`config.mk`:
```
export PLATFORM = sky130hd
export DESIGN_NAME = luhn_mod10_check_top_flat
export DESIGN_NICKNAME = d
export VERILOG_FILES = /design/src/design/lmc_pkg.sv /design/src/design/lmc_if.sv /design/src/design/lmc_cell.sv /design/src/design/luhn_mod10_check_top.sv /design/src/flat_wrapper.sv
export SDC_FILE = /design/constraint.sdc
export NUM_CORES = 1
export LEC_CHECK = 0
export BUFFER_PORTS_ARGS = -buffer_cell sky130_fd_sc_hd__buf_2
export CORE_MARGIN = 10
export CORE_UTILIZATION = 26
export CTS_BUF_LIST = sky130_fd_sc_hd__clkbuf_2 sky130_fd_sc_hd__clkbuf_4 sky130_fd_sc_hd__clkbuf_8
export CTS_CLUSTER_SIZE = 16
export DETAILED_ROUTE_END_ITERATION = 8
export SETUP_SLACK_MARGIN = 0.1
export SLEW_MARGIN = 10
export SYNTH_ARGS = -nofsm -noshare
export SYNTH_HDL_FRONTEND = slang
export SYNTH_SLANG_ARGS = --single-unit
```
`constraint.sdc`:
```
create_clock -name clk -period 8.75 [get_ports clk]
set_clock_uncertainty 0.2 [all_clocks]
set_input_delay 0.4375 -clock clk [delete_from_list [all_inputs] [get_ports clk]]
set_output_delay 0.4375 -clock clk [all_outputs]
set_load 0.005 [all_outputs]
```
`src/design/lmc_pkg.sv`:
```
// Shared types, constants and helper function of the Luhn mod-10 check block.
package lmc_pkg;

  localparam int unsigned NUM_W  = 64;
  localparam int unsigned CONV_W = $clog2(NUM_W);

  // Largest account number whose product with ten still fits in 64 bits.
  localparam logic [NUM_W-1:0] OVF_LIMIT = 64'd1844674407370955161;

  typedef enum logic [1:0] {
    CMD_VALIDATE = 2'd0,
    CMD_CHECKSUM = 2'd1,
    CMD_GENERATE = 2'd2,
    CMD_UNUSED   = 2'd3
  } cmd_t;

  typedef enum logic [1:0] {
    CELL_CLEAR,
    CELL_CONV,
    CELL_SHIFT,
    CELL_HOLD
  } cell_mode_t;

  // Doubled decimal digit folded back to its digit sum.
  function automatic logic [3:0] luhn_dbl(input logic [3:0] d);
    logic [3:0] r;
    if (d < 4'd5) begin
      r = {d[2:0], 1'b0};
    end else begin
      r = {d[2:0], 1'b0} - 4'd9;
    end
    return r;
  endfunction

endpackage

```
`src/design/lmc_if.sv`:
```
// Valid/ready channel interfaces for the input and result sides.
interface lmc_in_if;
  logic                      valid;
  logic                      ready;
  logic [1:0]                cmd;
  logic [lmc_pkg::NUM_W-1:0] acct_num;
  logic                      strip_last;

  modport source (output valid, cmd, acct_num, strip_last, input ready);
  modport sink   (input valid, cmd, acct_num, strip_last, output ready);
endinterface

interface lmc_out_if;
  logic       valid;
  logic       ready;
  logic [3:0] digit;
  logic       valid_res;
  logic       overflow;

  modport source (output valid, digit, valid_res, overflow, input ready);
  modport sink   (input valid, digit, valid_res, overflow, output ready);
endinterface

```
`src/design/lmc_cell.sv`:
```
// One BCD digit cell: shift-add-3 conversion step and digit shift toward the low end.
module lmc_cell (
  input  logic                clk,
  input  lmc_pkg::cell_mode_t mode,
  input  logic                bit_in,
  input  logic [3:0]          dig_in,
  output logic                bit_out,
  output logic [3:0]          dig
);

  logic [3:0] dig_r;
  logic [3:0] dig_nxt;
  logic [3:0] adj;

  assign adj     = (dig_r >= 4'd5) ? dig_r + 4'd3 : dig_r;
  assign bit_out = adj[3];
  assign dig     = dig_r;

  always_comb begin
    unique case (mode)
      lmc_pkg::CELL_CLEAR: dig_nxt = 4'd0;
      lmc_pkg::CELL_CONV:  dig_nxt = {adj[2:0], bit_in};
      lmc_pkg::CELL_SHIFT: dig_nxt = dig_in;
      lmc_pkg::CELL_HOLD:  dig_nxt = dig_r;
      default:             dig_nxt = dig_r;
    endcase
  end

  always_ff @(posedge clk) begin
    dig_r <= dig_nxt;
  end

endmodule

```
`src/design/luhn_mod10_check_top.sv`:
```
// Luhn mod-10 check block: binary to decimal chain of digit cells and a serial checksum.
// Each item passes the transfer, the conversion of all 64 bits, a drop step when the
// checksum command drops the last digit, the summing of MAX_DIGITS places and the load
// of the result register, in that order.
// Overflowing generate and the unused command skip the work and go straight to done.
// One item is in work at a time; rst_n (synchronous, active low) returns to idle.
module luhn_mod10_check_top #(
  parameter int unsigned MAX_DIGITS = 20
) (
  input  logic      clk,
  input  logic      rst_n,
  lmc_in_if.sink    in_ch,
  lmc_out_if.source out_ch
);

  // One cell more than the digit limit, so that the checksum command can drop the
  // lowest digit and still see MAX_DIGITS digits above it.
  localparam int unsigned NCELL = MAX_DIGITS + 1;
  localparam int unsigned PL_W  = $clog2(MAX_DIGITS + 1);

  typedef enum logic [2:0] {
    S_IDLE,
    S_CONV,
    S_DROP,
    S_SUM,
    S_DONE
  } state_t;

  state_t                     state_r;
  logic [lmc_pkg::NUM_W-1:0]  bin_r;
  logic [lmc_pkg::CONV_W-1:0] cnt_r;
  logic [PL_W-1:0]            pl_r;
  logic [3:0]                 acc_r;
  logic [1:0]                 cmd_r;
  logic                       ovf_r;
  logic                       zfirst_r;
  logic                       drop_r;
  logic                       out_valid_r;
  logic [3:0]                 out_digit_r;
  logic                       out_valid_res_r;
  logic                       out_overflow_r;

  logic                in_fire;
  logic                out_fire;
  logic                load_out;
  logic                in_ovf;
  lmc_pkg::cell_mode_t mode;
  logic [3:0]          term;
  logic [4:0]          acc_sum;
  logic [3:0]          acc_nxt;
  logic [3:0]          gen_digit;

  logic       cbit [NCELL];
  logic [3:0] digs [NCELL];

  assign in_fire  = in_ch.valid && in_ch.ready;
  assign out_fire = out_ch.valid && out_ch.ready;
  assign in_ch.ready = (state_r == S_IDLE);

  // The result register takes a new result when it is empty or is being emptied
  // by a transfer in the same cycle.
  assign load_out = (state_r == S_DONE) && (!out_valid_r || out_ch.ready);

  assign out_ch.valid     = out_valid_r;
  assign out_ch.digit     = out_digit_r;
  assign out_ch.valid_res = out_valid_res_r;
  assign out_ch.overflow  = out_overflow_r;

  assign in_ovf = (in_ch.cmd == lmc_pkg::CMD_GENERATE) &&
                  (in_ch.acct_num > lmc_pkg::OVF_LIMIT);

  // The cells are cleared on the transfer, run shift-add-3 while the binary word
  // streams in from its top bit, and then hand digits down toward cell zero.
  always_comb begin
    unique case (state_r)
      S_IDLE:  mode = in_fire ? lmc_pkg::CELL_CLEAR : lmc_pkg::CELL_HOLD;
      S_CONV:  mode = lmc_pkg::CELL_CONV;
      S_DROP:  mode = lmc_pkg::CELL_SHIFT;
      S_SUM:   mode = zfirst_r ? lmc_pkg::CELL_HOLD : lmc_pkg::CELL_SHIFT;
      default: mode = lmc_pkg::CELL_HOLD;
    endcase
  end

  assign cbit[0] = bin_r[lmc_pkg::NUM_W-1];

  for (genvar i = 0; i < NCELL; i++) begin : g_cell
    logic [3:0] upper;
    logic       carry;
    if (i == NCELL - 1) begin : g_top
      assign upper = 4'd0;
    end else begin : g_mid
      assign upper = digs[i+1];
    end
    lmc_cell u_cell (
      .clk     (clk),
      .mode    (mode),
      .bit_in  (cbit[i]),
      .dig_in  (upper),
      .bit_out (carry),
      .dig     (digs[i])
    );
    if (i < NCELL - 1) begin : g_link
      assign cbit[i+1] = carry;
    end
  end

  // Every odd place is doubled and folded. The place for the appended zero of the
  // generate command contributes nothing and leaves the chain in place.
  always_comb begin
    if (zfirst_r) begin
      term = 4'd0;
    end else if (pl_r[0]) begin
      term = lmc_pkg::luhn_dbl(digs[0]);
    end else begin
      term = digs[0];
    end
    acc_sum = {1'b0, acc_r} + {1'b0, term};
    if (acc_sum >= 5'd10) begin
      acc_nxt = 4'(acc_sum - 5'd10);
    end else begin
      acc_nxt = acc_sum[3:0];
    end
    gen_digit = (acc_r == 4'd0) ? 4'd0 : 4'd10 - acc_r;
  end

  always_ff @(posedge clk) begin
    if (!rst_n) begin
      state_r     <= S_IDLE;
      out_valid_r <= 1'b0;
    end else begin
      if (load_out) begin
        out_valid_r <= 1'b1;
      end else if (out_fire) begin
        out_valid_r <= 1'b0;
      end
      unique case (state_r)
        S_IDLE: begin
          if (in_fire) begin
            bin_r    <= in_ch.acct_num;
            cmd_r    <= in_ch.cmd;
            ovf_r    <= in_ovf;
            zfirst_r <= (in_ch.cmd == lmc_pkg::CMD_GENERATE) && !in_ch.strip_last;
            drop_r   <= (in_ch.cmd == lmc_pkg::CMD_CHECKSUM) && in_ch.strip_last;
            cnt_r    <= '0;
            pl_r     <= '0;
            acc_r    <= 4'd0;
            if (in_ovf || (in_ch.cmd == lmc_pkg::CMD_UNUSED)) begin
              state_r <= S_DONE;
            end else begin
              state_r <= S_CONV;
            end
          end
        end
        S_CONV: begin
          bin_r <= {bin_r[lmc_pkg::NUM_W-2:0], 1'b0};
          cnt_r <= cnt_r + 1'b1;
          if (cnt_r == lmc_pkg::CONV_W'(lmc_pkg::NUM_W - 1)) begin
            state_r <= drop_r ? S_DROP : S_SUM;
          end
        end
        S_DROP: begin
          state_r <= S_SUM;
        end
        S_SUM: begin
          acc_r    <= acc_nxt;
          zfirst_r <= 1'b0;
          pl_r     <= pl_r + 1'b1;
          if (pl_r == PL_W'(MAX_DIGITS - 1)) begin
            state_r <= S_DONE;
          end
        end
        S_DONE: begin
          if (load_out) begin
            state_r <= S_IDLE;
            if (ovf_r) begin
              out_digit_r     <= 4'd0;
              out_valid_res_r <= 1'b0;
              out_overflow_r  <= 1'b1;
            end else begin
              out_overflow_r <= 1'b0;
              unique case (cmd_r)
                lmc_pkg::CMD_VALIDATE, lmc_pkg::CMD_CHECKSUM: begin
                  out_digit_r     <= acc_r;
                  out_valid_res_r <= (acc_r == 4'd0);
                end
                lmc_pkg::CMD_GENERATE: begin
                  out_digit_r     <= gen_digit;
                  out_valid_res_r <= (acc_r == 4'd0);
                end
                default: begin
                  out_digit_r     <= 4'd0;
                  out_valid_res_r <= 1'b0;
                end
              endcase
            end
          end
        end
        default: state_r <= S_IDLE;
      endcase
    end
  end

  // A result appears only on the cycle after the done state.
  a_out_from_done: assert property (@(posedge clk) disable iff (!rst_n)
    $rose(out_valid_r) |-> $past(state_r == S_DONE))
    else $error("result raised outside the done state");

  // The lowest cell always holds a decimal digit while an item is in work.
  a_cell_decimal: assert property (@(posedge clk) disable iff (!rst_n)
    (state_r == S_CONV || state_r == S_DROP || state_r == S_SUM) |-> (digs[0] <= 4'd9))
    else $error("lowest cell holds a non-decimal code");

  // The running checksum stays reduced modulo ten.
  a_acc_mod10: assert property (@(posedge clk) disable iff (!rst_n)
    (state_r == S_SUM || state_r == S_DONE) |-> (acc_r <= 4'd9))
    else $error("checksum accumulator out of range");

  // A transfer on the input side closes the port until the item is finished.
  a_busy_after_in: assert property (@(posedge clk) disable iff (!rst_n)
    in_fire |=> !in_ch.ready)
    else $error("input accepted while an item is in work");

endmodule
```
`src/flat_wrapper.sv`:
```
// flat-port wrapper written by rule: the top's interface ports become plain ports
module luhn_mod10_check_top_flat 
#(
  parameter int unsigned MAX_DIGITS = 20
)
  (clk, rst_n, in_ch_valid, in_ch_cmd, in_ch_acct_num, in_ch_strip_last, in_ch_ready, out_ch_valid, out_ch_digit, out_ch_valid_res, out_ch_overflow, out_ch_ready);
  lmc_in_if in_ch_i ();
  lmc_out_if out_ch_i ();
  input  logic clk;
  input  logic rst_n;
  input wire logic [$bits(in_ch_i.valid)-1:0] in_ch_valid;
  input wire logic [$bits(in_ch_i.cmd)-1:0] in_ch_cmd;
  input wire logic [$bits(in_ch_i.acct_num)-1:0] in_ch_acct_num;
  input wire logic [$bits(in_ch_i.strip_last)-1:0] in_ch_strip_last;
  output wire logic [$bits(in_ch_i.ready)-1:0] in_ch_ready;
  output wire logic [$bits(out_ch_i.valid)-1:0] out_ch_valid;
  output wire logic [$bits(out_ch_i.digit)-1:0] out_ch_digit;
  output wire logic [$bits(out_ch_i.valid_res)-1:0] out_ch_valid_res;
  output wire logic [$bits(out_ch_i.overflow)-1:0] out_ch_overflow;
  input wire logic [$bits(out_ch_i.ready)-1:0] out_ch_ready;
  assign in_ch_i.valid = in_ch_valid;
  assign in_ch_i.cmd = in_ch_cmd;
  assign in_ch_i.acct_num = in_ch_acct_num;
  assign in_ch_i.strip_last = in_ch_strip_last;
  assign in_ch_ready = in_ch_i.ready;
  assign out_ch_valid = out_ch_i.valid;
  assign out_ch_digit = out_ch_i.digit;
  assign out_ch_valid_res = out_ch_i.valid_res;
  assign out_ch_overflow = out_ch_i.overflow;
  assign out_ch_i.ready = out_ch_ready;
  luhn_mod10_check_top #(.MAX_DIGITS(MAX_DIGITS)) u_core (.clk(clk), .rst_n(rst_n), .in_ch(in_ch_i), .out_ch(out_ch_i));
endmodule
```
==> flow_summary.rst, run 1 <==
.. list-table::
   :header-rows: 1

   * - Metric
     - Value
   * - Outcome
     - complete, no violations
   * - Top cells by area, synth
     - sky130_fd_sc_hd__edfxtp_1 (50%), sky130_fd_sc_hd__nand2_1 (10%), sky130_fd_sc_hd__ha_1 (6.4%)
   * - Final count of pins violating max slew
     - 0
   * - Final global-route overflow total
     - 0
   * - Total GRT Usage
     - 8.850%
   * - Length of the first detailed-routing pass in iterations
     - 5
   * - Measured slew at the worst slew-check pin
     - 1.000 ns
   * - Worst-path clk slew
     - 0.11 ns
   * - Via count of the first global-routing pass
     - 7650
   * - Area growth, synth to finish
     - 12.28%
   * - Sink Count
     - 178
   * - Horizontal extent of the die
     - 221.4 µm
   * - Cell area after technology mapping
     - 10550 µm²
   * - Leading area contributor after synthesis
     - sky130_fd_sc_hd__edfxtp_1
   * - Largest vdd supply drop
     - 89.99 µV
   * - Final number of hold-violating endpoints
     - 0
   * - FILL cells
     - 4168
   * - Flop and latch count out of synthesis
     - 178
   * - Final standard cell area without fillers
     - 11840 µm²
   * - Share of the synthesized area in compound gates (AO/OA/AOI/OAI)
     - 11.78%
   * - Cell types with the highest counts after synthesis
     - sky130_fd_sc_hd__nand2_1 (292), sky130_fd_sc_hd__edfxtp_1 (174), sky130_fd_sc_hd__nor2_1 (83)
   * - Endpoint arrival time on the critical path
     - 3.53 ns
   * - Power Total
     - 2.378 mW
   * - Setup repair after global routing missed its margin
     - false
   * - Summed negative setup slack over all endpoints
     - 0 ns
   * - Total DRC errors in the routed layout
     - 0
   * - Floorplan die height
     - 221.4 µm
   * - Post-synthesis sequential area ratio
     - 50.30%
   * - Number of I/O pins
     - 79
   * - Post-layout min period
     - 3.525 ns
   * - Basic-gate share of the synthesized area counting and, or, nand and nor cells
     - 23.24%
   * - Wire length of the first global-routing pass
     - 37.47 mm
   * - Power density over cell area
     - 200.9 nW/µm²
   * - Max clock buf depth
     - 2
   * - Ys Warns
     - 0
   * - Number of cells produced by synthesis
     - 1110
   * - Detailed Route Iter0 Violations
     - 619
   * - Count of final setup violators
     - 0
   * - Layout Nets
     - 1296
   * - Worst hold slack
     - 0.05118 ns
   * - Port bufs
     - 78
   * - Startpoint type of the worst setup path
     - flip-flop
   * - Final worst setup slack
     - 5.225 ns
   * - Proportion of layout cells with a drive suffix above 1
     - 11.16%
   * - DR WL/cell
     - 12.88 µm
   * - Number of inserted diodes
     - 0
   * - Number of vias after detailed routing
     - 7853
   * - Clock root buffer
     - sky130_fd_sc_hd__clkbuf_8
   * - Pin count of the biggest net entering global routing
     - 81
   * - Syn Nets
     - 1236
   * - Share of synthesized area spent on multiplexers
     - 0.2847%
   * - Critical path type
     - reg -> reg
   * - Final GP Congestion
     - 0.8015
   * - Static Leakage
     - 4.585 nW
   * - Site row count
     - 73
   * - Initial standard-cell utilization of the core
     - 26.42%
   * - Placed Area
     - 11470 µm²
   * - Fraction of post-synthesis cell area in the top cell type by area
     - 49.54%
   * - Placement-stage worst setup slack
     - 5.256 ns
   * - Data required time of the critical path
     - 8.76 ns
   * - Area share of fa/ha/maj cells after synthesis
     - 6.596%
   * - Maximum achievable frequency
     - 0.2837 GHz
   * - Core area
     - 39910 µm²
   * - Endpoint class of the critical path
     - flip-flop
   * - Max H-tree Level
     - 4
   * - Hold Path Class
     - in -> reg
   * - Predominant post-synthesis flop cell
     - sky130_fd_sc_hd__edfxtp_1
   * - Number of antenna violations at the first check in global routing
     - 0
   * - Max-capacitance violation count
     - 0
   * - TritonCTS Buffers
     - 17
   * - EDFF count, synth
     - 174
   * - Wire length reported by the detailed router
     - 21.99 mm
   * - DPL Wire Length
     - 14.77 mm
   * - Total setup buffers inserted after CTS
     - 0
   * - Mean Syn Cell Area
     - 9.501 µm²
   * - Remaining antenna violation count after routing
     - 0
   * - Die area
     - 49020 µm²
   * - Dominant combinational cell family by area after synthesis
     - simple AND/OR/NAND/NOR gates
   * - Largest fanout of any net on the critical path
     - 6
   * - Most numerous cell in the Yosys netlist
     - sky130_fd_sc_hd__nand2_1
   * - Clk Latency, worst-skew pair
     - 0.47 ns
   * - Per-cell via count in the routed design
     - 4.598
   * - Post-synthesis share of cell area spent on xor and xnor gates
     - 4.235%
   * - Worst slew margin
     - 33.32%
   * - Final Cycle Share
     - 40.28%
   * - Clock tree from TritonCTS
     - done
   * - Async SR Flop Fraction
     - 0%
   * - Cell variety after synth
     - 54
## power by group
| group | internal, mW | switching [mW] | total, mW |
|---|---|---|---|
| Sequential | 1.09 | 0.120 | 1.21 |
| Clock | 0.203 | 0.320 | 0.524 |
| Combinational | 0.270 | 0.371 | 0.641 |
## cells in the final DEF, fill, tap and decap left out, types with 3 or more instances in the layout
| cell type | synthesis | final |
|---|---|---|
| sky130_fd_sc_hd__clkinv_4 | 0 | 3 |
| sky130_fd_sc_hd__nand2b_1 | 25 | 25 |
| sky130_fd_sc_hd__buf_4 | 0 | 7 |
| sky130_fd_sc_hd__mux2i_1 | 3 | 3 |
| sky130_fd_sc_hd__nor2_1 | 83 | 83 |
| sky130_fd_sc_hd__xor2_1 | 23 | 23 |
| sky130_fd_sc_hd__inv_1 | 51 | 50 |
| sky130_fd_sc_hd__and3_1 | 4 | 4 |
| sky130_fd_sc_hd__nor4_1 | 3 | 3 |
| sky130_fd_sc_hd__nand3_1 | 6 | 6 |
| sky130_fd_sc_hd__and2_1 | 7 | 5 |
| sky130_fd_sc_hd__nand4_1 | 3 | 3 |
| sky130_fd_sc_hd__nor3b_1 | 4 | 4 |
| sky130_fd_sc_hd__ha_1 | 54 | 52 |
| sky130_fd_sc_hd__buf_2 | 9 | 78 |
| sky130_fd_sc_hd__clkinv_1 | 0 | 3 |
| sky130_fd_sc_hd__dfxtp_1 | 4 | 4 |
| sky130_fd_sc_hd__clkinvlp_4 | 0 | 4 |
| sky130_fd_sc_hd__edfxtp_1 | 174 | 174 |
| sky130_fd_sc_hd__o21ai_0 | 50 | 50 |
| sky130_fd_sc_hd__xnor2_1 | 28 | 28 |
| sky130_fd_sc_hd__a21oi_1 | 41 | 41 |
| sky130_fd_sc_hd__clkbuf_8 | 0 | 17 |
| sky130_fd_sc_hd__nand2_1 | 292 | 291 |
| sky130_fd_sc_hd__a211oi_1 | 4 | 4 |
| sky130_fd_sc_hd__nor2b_1 | 82 | 82 |
| sky130_fd_sc_hd__nor3_1 | 6 | 6 |
| sky130_fd_sc_hd__a22oi_1 | 81 | 81 |
## per-layer routing
metal	up-vias	part of all wire (%)	track usage [%]
met5	-	0	0
met4	0	1.4	2.752
met3	20	4.6	2.149
met2	171	45	13.81
met1	3725	49	11.80
li1	3937	-	-
## cell type report
cell class                 instances  area (µm²)  area share, %
clock buffer                      18       241.5          2.039
clock inverter                    14       107.6         0.9087
inverter                          51       191.4          1.617
multi-input combinational        835        4876          41.18
sequential                       178        5305          44.80
tap                              525       656.9          5.547
timing repair buffer              87       462.9          3.910
## worst max-delay path: stages, from the launching register on
cell and delay, ns:
sky130_fd_sc_hd__edfxtp_1 0.50, sky130_fd_sc_hd__inv_1 0.10, sky130_fd_sc_hd__ha_1 0.24, sky130_fd_sc_hd__inv_1 0.06, sky130_fd_sc_hd__a21oi_1 0.32, sky130_fd_sc_hd__xnor2_1 0.10, sky130_fd_sc_hd__mux2i_1 0.14, sky130_fd_sc_hd__nor2_1 0.09
sky130_fd_sc_hd__fa_1 0.44, sky130_fd_sc_hd__xnor2_1 0.29, sky130_fd_sc_hd__ha_1 0.24, sky130_fd_sc_hd__nand2_1 0.07, sky130_fd_sc_hd__a21boi_1 0.28, sky130_fd_sc_hd__xnor2_1 0.16, sky130_fd_sc_hd__nor2_1 0.05
## final timing paths
path / startpoint / endpoint / slack (ns) / cells after the start
worst max register to register: u_core.g_cell[0].u_cell.dig[0]$_DFFE_PP_ / u_core.acc_r[1]$_SDFFCE_PP0P_ / 5.23 / 14
worst min-delay path: in_ch_acct_num[57] / u_core.bin_r[57]$_DFFE_PP_ / 0.05 / 3
worst min register to register: u_core.bin_r[38]$_DFFE_PP_ / u_core.bin_r[39]$_DFFE_PP_ / 0.32 / 2
worst max-delay path: u_core.g_cell[0].u_cell.dig[0]$_DFFE_PP_ / u_core.acc_r[1]$_SDFFCE_PP0P_ / 5.23 / 14
## what timing repair did
item,4_1_cts,5_1_grt
setup endpoints to repair,0,0
hold buffers,2,0
gates resized for setup,0,0
endpoints found under the hold margin,2,0
## flip-flops by register name (all words and copies together), names as in the netlist, 2 cells and up
| name | cells |
|---|---|
| u_core.acc_r | 4 |
| u_core.bin_r | 64 |
| u_core.cmd_r | 2 |
| u_core.cnt_r | 6 |
| u_core.g_cell.u_cell.dig | 84 |
| u_core.out_ch.digit | 4 |
| u_core.pl_r | 5 |
| u_core.state_r | 3 |
## kinds of logic (layout without fill, tap and decap cells)
family / count (synthesis) / after routing
AND/OR/NAND/NOR: 533 / 533
AO/OA/AOI/OAI: 193 / 193
flip-flops: 178 / 178
buffers and inverters: 97 / 170
adder cells (fa/ha/maj): 55 / 55
XOR/XNOR: 51 / 51
multiplexers: 3 / 3
## per-stage QoR
step | util, % | instances
finish | 29.67 | 1708
global route | 29.67 | 1708
CTS | 29.67 | 1708
detailed placement | 28.74 | 1674
global placement | 28.74 | 1674
floorplan | - | 1110
Power figures use the tool's default switching activity.
==> inputs of run 2 (changes only) <==
==> constraint.sdc (replaced) <==
create_clock -name clk -period 3 [get_ports clk]
set_clock_uncertainty 0.2 [all_clocks]
set_input_delay 0.15 -clock clk [delete_from_list [all_inputs] [get_ports clk]]
set_output_delay 0.15 -clock clk [all_outputs]
set_load 0.005 [all_outputs]
==> flow_summary.rst, run 2 (synthesized netlist as in run 1, its figures left out) <==
.. list-table::
   :header-rows: 1

   * - Metric
     - Value
   * - Outcome
     - complete, no violations
   * - Number of inserted diodes
     - 0 (unchanged)
   * - Detailed Route Iter0 Violations
     - 672 (+8.6%)
   * - Setup repair after global routing missed its margin
     - true
   * - Number of I/O pins
     - 79 (unchanged)
   * - Final standard cell area without fillers
     - 12840 µm² (+8.5%)
   * - Final count of pins violating max slew
     - 0 (unchanged)
   * - Largest vdd supply drop
     - 288.2 µV (+220%)
   * - Clk Latency, worst-skew pair
     - 0.46 ns (about the same)
   * - Length of the first detailed-routing pass in iterations
     - 5 (unchanged)
   * - Number of antenna violations at the first check in global routing
     - 0 (unchanged)
   * - Total GRT Usage
     - 9.568% (+0.72 points)
   * - Maximum achievable frequency
     - 0.3433 GHz (+21%)
   * - Remaining antenna violation count after routing
     - 0 (unchanged)
   * - Initial standard-cell utilization of the core
     - 26.42% (unchanged)
   * - Count of final setup violators
     - 0 (unchanged)
   * - Final number of hold-violating endpoints
     - 0 (unchanged)
   * - Die area
     - 49020 µm² (unchanged)
   * - Worst slew margin
     - 39.85% (+6.5 points)
   * - Via count of the first global-routing pass
     - 8174 (+6.8%)
   * - Wire length of the first global-routing pass
     - 40.38 mm (+7.8%)
   * - Layout Nets
     - 1378 (+6.3%)
   * - Endpoint class of the critical path
     - flip-flop
   * - Most common cell after layout, fill and taps aside
     - sky130_fd_sc_hd__nand2_1
   * - Summed negative setup slack over all endpoints
     - 0 ns (unchanged)
   * - Final global-route overflow total
     - 0 (unchanged)
   * - Worst-path clk slew
     - 0.10 ns (about the same)
   * - Horizontal extent of the die
     - 221.4 µm (unchanged)
   * - Hold Path Class
     - in -> reg
   * - Max clock buf depth
     - 2 (unchanged)
   * - Clock root buffer
     - sky130_fd_sc_hd__clkbuf_8
   * - Pin count of the biggest net entering global routing
     - 81 (unchanged)
   * - Max FFs per register
     - 84 (unchanged)
   * - Placement-stage worst setup slack
     - -0.01606 ns (-5.272 ns)
   * - Largest fanout of any net on the critical path
     - 4 (-2)
   * - Critical path type
     - reg -> reg
   * - Max-capacitance violation count
     - 0 (unchanged)
   * - Number of vias after detailed routing
     - 8274 (+5.4%)
   * - Proportion of layout cells with a drive suffix above 1
     - 12.90% (+1.7 points)
   * - Total DRC errors in the routed layout
     - 0 (unchanged)
   * - DR WL/cell
     - 13.26 µm (+3.0%)
   * - Endpoint arrival time on the critical path
     - 3.02 ns (-0.51 ns)
   * - Worst hold slack
     - 0.1395 ns (+0.08835 ns)
   * - Max H-tree Level
     - 4 (unchanged)
   * - FILL cells
     - 4029 (-3.3%)
   * - Busiest layer in global routing
     - met2
   * - Clock tree from TritonCTS
     - done
   * - Final Cycle Share
     - 97.08% (+57 points)
   * - Floorplan die height
     - 221.4 µm (unchanged)
   * - Post-layout min period
     - 2.913 ns (-0.6124 ns)
   * - Met3 demand-to-capacity share in global routing
     - 2.478% (+0.33 points)
   * - Storage cell area
     - 5305 µm² (unchanged)
   * - Met1 usage
     - 12.26% (+0.47 points)
   * - Final GP Congestion
     - 0.8012 (about the same)
   * - Multi-input gate area in the final layout
     - 4962 µm² (+1.8%)
   * - DPL Wire Length
     - 15.38 mm (+4.1%)
   * - Placed Area
     - 11620 µm² (+1.3%)
   * - TritonCTS Buffers
     - 17 (unchanged)
   * - Site row count
     - 73 (unchanged)
   * - Startpoint type of the worst setup path
     - flip-flop
   * - Highest-count cells in the layout ignoring fill and taps
     - sky130_fd_sc_hd__nand2_1 (290), sky130_fd_sc_hd__edfxtp_1 (174), sky130_fd_sc_hd__nor2_1 (82), sky130_fd_sc_hd__nor2b_1 (82), sky130_fd_sc_hd__a22oi_1 (81)
   * - Core area
     - 39910 µm² (unchanged)
   * - Port bufs
     - 78 (unchanged)
   * - Measured slew at the worst slew-check pin
     - 0.9023 ns (-0.09783 ns)
   * - Final worst setup slack
     - 0.08747 ns (-5.138 ns)
   * - Wire length reported by the detailed router
     - 23.73 mm (+7.9%)
   * - Per-cell via count in the routed design
     - 4.625 (+0.59%)
   * - Area growth, synth to finish
     - 21.79%
   * - Static Leakage
     - 5.000 nW (+9.1%)
   * - Data required time of the critical path
     - 3.11 ns (-5.65 ns)
   * - Power density over cell area
     - 575.3 nW/µm² (+190%)
   * - Sink Count
     - 178 (unchanged)
   * - Met2 usage in global routing
     - 15.30% (+1.5 points)
run 2: changes by cell type in the layout (fill, tap and decap cells not counted), sizes merged:
cell and change:
clkinvlp -1, clkbuf -1, inv +1, clkinv -3, buf +14, bufinv +3
dlygate4sd3 +68
run 2: layer usage:
metal  up-vias  share of wire, %
met1      3953                47
met2       188                47
met5         -                 0
li1       4103                 -
met4         0               1.7
met3        30               5.1
run 2: final timing paths:
check / startpoint / endpoint / slack (ns) / cells after the start
worst max register to register: u_core.g_cell[0].u_cell.dig[1]$_DFFE_PP_ / u_core.acc_r[2]$_SDFFCE_PP0P_ / 0.09 / 14
worst min-delay path: out_ch_ready / u_core.state_r[2]$_SDFFE_PN0P_ / 0.14 / 6
worst min register to register: u_core.bin_r[26]$_DFFE_PP_ / u_core.bin_r[27]$_DFFE_PP_ / 0.32 / 2
worst max-delay path: u_core.g_cell[0].u_cell.dig[1]$_DFFE_PP_ / u_core.acc_r[2]$_SDFFCE_PP0P_ / 0.09 / 14
run 2: layout make-up:
cell class / instances / area share [%]
Clock buffer: 17 / 1.822
Clock inverter: 14 / 1.373
Timing Repair Buffer: 169 / 10.24
Tap cell: 525 / 5.114
Sequential cell: 178 / 41.30
Multi-Input combinational cell: 835 / 38.63
Inverter: 51 / 1.520
run 2: what timing repair did:
item	in CTS	in global routing
hold buffers	70	0
endpoints found under the setup margin	3	3
buffers inserted	3	4
hold endpoints to repair	81	0
cloned	0	0
resized for setup	6	8
pin swaps	8	12
run 2: worst max-delay path, cell delays in order, from the launching register on:
cell                       delay (ns)
sky130_fd_sc_hd__edfxtp_1        0.42
sky130_fd_sc_hd__inv_2           0.11
sky130_fd_sc_hd__ha_4            0.14
sky130_fd_sc_hd__inv_2           0.04
sky130_fd_sc_hd__a21oi_4         0.17
sky130_fd_sc_hd__a211oi_2        0.10
sky130_fd_sc_hd__ha_2            0.22
sky130_fd_sc_hd__fa_2            0.42
sky130_fd_sc_hd__xnor2_4         0.23
sky130_fd_sc_hd__buf_6           0.13
sky130_fd_sc_hd__nand3b_1        0.09
sky130_fd_sc_hd__nand2_2         0.09
sky130_fd_sc_hd__a21boi_2        0.07
sky130_fd_sc_hd__buf_4           0.15
sky130_fd_sc_hd__a211oi_2        0.19
run 2: report_power, final:
group | switching (mW) | leakage, nW | internal [mW]
clock | 0.912 | 0.201 | 0.833
combinational | 1.16 | 3.00 | 0.955
sequential | 0.338 | 1.80 | 3.19
total | 2.41 | 5.00 | 4.98
run 2: stage by stage:
stage / cells / util (%) / power, mW
global placement: 1681 / 29.12 / 5.476
global route: 1789 / 32.18 / 7.920
finish: 1789 / 32.18 / 7.389
detailed placement: 1681 / 29.12 / 5.546
floorplan: 1110 / - / 5.004
CTS: 1785 / 32.03 / 7.417
==> inputs of run 3 (changes only) <==
--- a/config.mk
+++ b/config.mk
@@ -11,6 +11,7 @@
 export CTS_BUF_LIST = sky130_fd_sc_hd__clkbuf_2 sky130_fd_sc_hd__clkbuf_4 sky130_fd_sc_hd__clkbuf_8
 export CTS_CLUSTER_SIZE = 16
 export DETAILED_ROUTE_END_ITERATION = 8
+export RECOVER_POWER = 25
 export SETUP_SLACK_MARGIN = 0.1
 export SLEW_MARGIN = 10
 export SYNTH_ARGS = -nofsm -noshare
==> constraint.sdc (replaced) <==
create_clock -name clk -period 3.63 [get_ports clk]
set_clock_uncertainty 0.2 [all_clocks]
set_input_delay 0.1815 -clock clk [delete_from_list [all_inputs] [get_ports clk]]
set_output_delay 0.1815 -clock clk [all_outputs]
set_load 0.005 [all_outputs]
==> flow_summary.rst, run 3 (synthesized netlist as in run 1, its figures left out) <==
.. list-table::
   :header-rows: 1

   * - Metric
     - Value
   * - Remaining antenna violation count after routing
     - 0 (unchanged)
   * - Max FFs per register
     - 84 (unchanged)
   * - Port bufs
     - 78 (unchanged)
   * - Site row count
     - 73 (unchanged)
   * - Post-layout min period
     - 3.275 ns (+0.3622 ns)
   * - Worst hold slack
     - 0.03814 ns (-0.1014 ns)
   * - Final global-route overflow total
     - 0 (unchanged)
   * - DR WL/cell
     - 13.22 µm (-0.30%)
   * - Total GRT Usage
     - 9.412% (-0.16 points)
   * - Clock root buffer
     - sky130_fd_sc_hd__clkbuf_8
   * - Highest-count cells in the layout ignoring fill and taps
     - sky130_fd_sc_hd__nand2_1 (292), sky130_fd_sc_hd__edfxtp_1 (174), sky130_fd_sc_hd__nor2_1 (83), sky130_fd_sc_hd__nor2b_1 (82), sky130_fd_sc_hd__a22oi_1 (81)
   * - Max clock buf depth
     - 2 (unchanged)
   * - Largest vdd supply drop
     - 203.0 µV (-30%)
   * - Worst slew margin
     - 17.77% (-22 points)
   * - Worst-path clk slew
     - 0.11 ns (about the same)
   * - Depth of the most critical reg-to-reg path
     - 13 (-1)
   * - Final GP Congestion
     - 0.7892 (-1.5%)
   * - Area growth, synth to finish
     - 19.74%
   * - Capture endpoint of the worst hold path
     - u_core.drop_r$_DFFE_PP_
   * - Most common cell after layout, fill and taps aside
     - sky130_fd_sc_hd__nand2_1
   * - Total DRC errors in the routed layout
     - 0 (unchanged)
   * - Via count of the first global-routing pass
     - 8036 (-1.7%)
   * - Endpoint arrival time on the critical path
     - 3.29 ns (+0.27 ns)
   * - Number of inserted diodes
     - 0 (unchanged)
   * - Max H-tree Level
     - 4 (unchanged)
   * - Clock tree from TritonCTS
     - done
   * - Data required time of the critical path
     - 3.65 ns (+0.54 ns)
   * - Hold Path Class
     - in -> reg
   * - Wire length reported by the detailed router
     - 23.51 mm (-0.91%)
   * - Die area
     - 49020 µm² (unchanged)
   * - Initial standard-cell utilization of the core
     - 26.42% (unchanged)
   * - Max-capacitance violation count
     - 0 (unchanged)
   * - DPL Wire Length
     - 14.99 mm (-2.5%)
   * - Floorplan die height
     - 221.4 µm (unchanged)
   * - Length of the first detailed-routing pass in iterations
     - 5 (unchanged)
   * - Largest fanout of any net on the critical path
     - 6 (+2)
   * - TritonCTS Buffers
     - 17 (unchanged)
   * - Per-cell via count in the routed design
     - 4.538 (-1.9%)
   * - Count of final setup violators
     - 0 (unchanged)
   * - Critical path type
     - reg -> reg
   * - Final count of pins violating max slew
     - 0 (unchanged)
   * - Endpoint class of the critical path
     - flip-flop
   * - Hold Path Stages
     - 2 (-4)
   * - Power density over cell area
     - 472.0 nW/µm² (-18%)
   * - Proportion of layout cells with a drive suffix above 1
     - 10.38% (-2.5 points)
   * - Maximum achievable frequency
     - 0.3054 GHz (-11%)
   * - Register-to-register path setup slack
     - 0.36 ns (+0.27 ns)
   * - Detailed Route Iter0 Violations
     - 604 (-10%)
   * - Outcome
     - complete, no violations
   * - Startpoint type of the worst setup path
     - flip-flop
   * - Static Leakage
     - 4.905 nW (-1.9%)
   * - Clk Latency, worst-skew pair
     - 0.47 ns (about the same)
   * - End of the worst register-to-register path
     - u_core.acc_r[1]$_SDFFCE_PP0P_
   * - Wire length of the first global-routing pass
     - 40.01 mm (-0.90%)
   * - Pin count of the biggest net entering global routing
     - 81 (unchanged)
   * - Layout Nets
     - 1366 (-0.87%)
   * - Core area
     - 39910 µm² (unchanged)
   * - Summed negative setup slack over all endpoints
     - 0 ns (unchanged)
   * - Horizontal extent of the die
     - 221.4 µm (unchanged)
   * - Setup crit start
     - u_core.g_cell[0].u_cell.dig[1]$_DFFE_PP_
   * - Final Cycle Share
     - 90.21% (-6.9 points)
   * - Number of antenna violations at the first check in global routing
     - 0 (unchanged)
   * - Setup repair after global routing missed its margin
     - false
   * - Measured slew at the worst slew-check pin
     - 1.234 ns (+0.3312 ns)
   * - Number of I/O pins
     - 79 (unchanged)
   * - Final number of hold-violating endpoints
     - 0 (unchanged)
   * - Number of vias after detailed routing
     - 8068 (-2.5%)
   * - Sink Count
     - 178 (unchanged)
   * - Beginning of the worst hold path
     - in_ch_valid
   * - Startpoint of the worst register-to-register path
     - u_core.g_cell[0].u_cell.dig[1]$_DFFE_PP_
-- run 3: critical path, stage by stage, from the launching register on --
cell and delay (ns):
sky130_fd_sc_hd__edfxtp_1 0.46, sky130_fd_sc_hd__inv_1 0.10, sky130_fd_sc_hd__ha_1 0.25, sky130_fd_sc_hd__inv_1 0.08
sky130_fd_sc_hd__a21oi_2 0.22, sky130_fd_sc_hd__a211oi_1 0.12, sky130_fd_sc_hd__ha_1 0.23, sky130_fd_sc_hd__fa_1 0.44
sky130_fd_sc_hd__xnor2_2 0.23, sky130_fd_sc_hd__ha_1 0.22, sky130_fd_sc_hd__nand2_1 0.08, sky130_fd_sc_hd__a21boi_2 0.20
sky130_fd_sc_hd__xnor2_1 0.14, sky130_fd_sc_hd__nor2_1 0.05
-- run 3: timing repair --
action,CTS,global route
endpoints found under the setup margin,0,2
hold endpoints to repair,71,0
gates resized for setup,0,3
setup buffers,0,1
hold buffers,69,0
-- run 3: cell type report --
| type | count | area [µm²] |
|---|---|---|
| clock buffers | 17 | 234.0 |
| well taps | 525 | 656.9 |
| repair buffers | 157 | 1194 |
| fillers | 4069 | 27290 |
| flip-flops and latches | 178 | 5305 |
| inverters | 51 | 191.4 |
| multi-input cells | 835 | 4883 |
| clock inverters | 15 | 163.9 |
-- run 3: worst max-delay path by stage --
stage / end / slack [ns]
after floorplan: u_core.g_cell[0].u_cell.dig[0]$_DFFE_PP_ / 0.12
after global placement: u_core.acc_r[1]$_SDFFCE_PP0P_ / 0.29
after detailed placement: u_core.acc_r[1]$_SDFFCE_PP0P_ / 0.15
after CTS: u_core.acc_r[2]$_SDFFCE_PP0P_ / 0.13
after global routing: u_core.acc_r[2]$_SDFFCE_PP0P_ / 0.07
final: u_core.acc_r[1]$_SDFFCE_PP0P_ / 0.36
-- run 3: routing by layer --
layer	part of all wire, %	up-vias	global-route usage (%)
met5	0	-	0
li1	-	4076	-
met2	46	167	15.16
met1	47	3796	12.14
met4	1.2	0	2.510
met3	5.4	29	2.571
-- run 3: through the flow --
stage	instance area [µm²]	setup slack, ns	std cells	util (%)	power, mW
final	12630	0.3553	1778	31.64	5.961
after global routing	12630	0.07375	1778	31.64	6.395
after CTS	12630	0.1339	1777	31.63	6.005
after detailed placement	11540	0.1467	1676	28.90	4.550
after global placement	11540	0.2938	1676	28.90	4.491
after floorplan	10550	0.1181	1110	-	4.121
-- run 3: power by group --
part           internal [mW]  switching, mW
Combinational          0.728          0.923
Clock                  0.522          0.870
Sequential              2.63          0.285
Total                   3.88           2.08
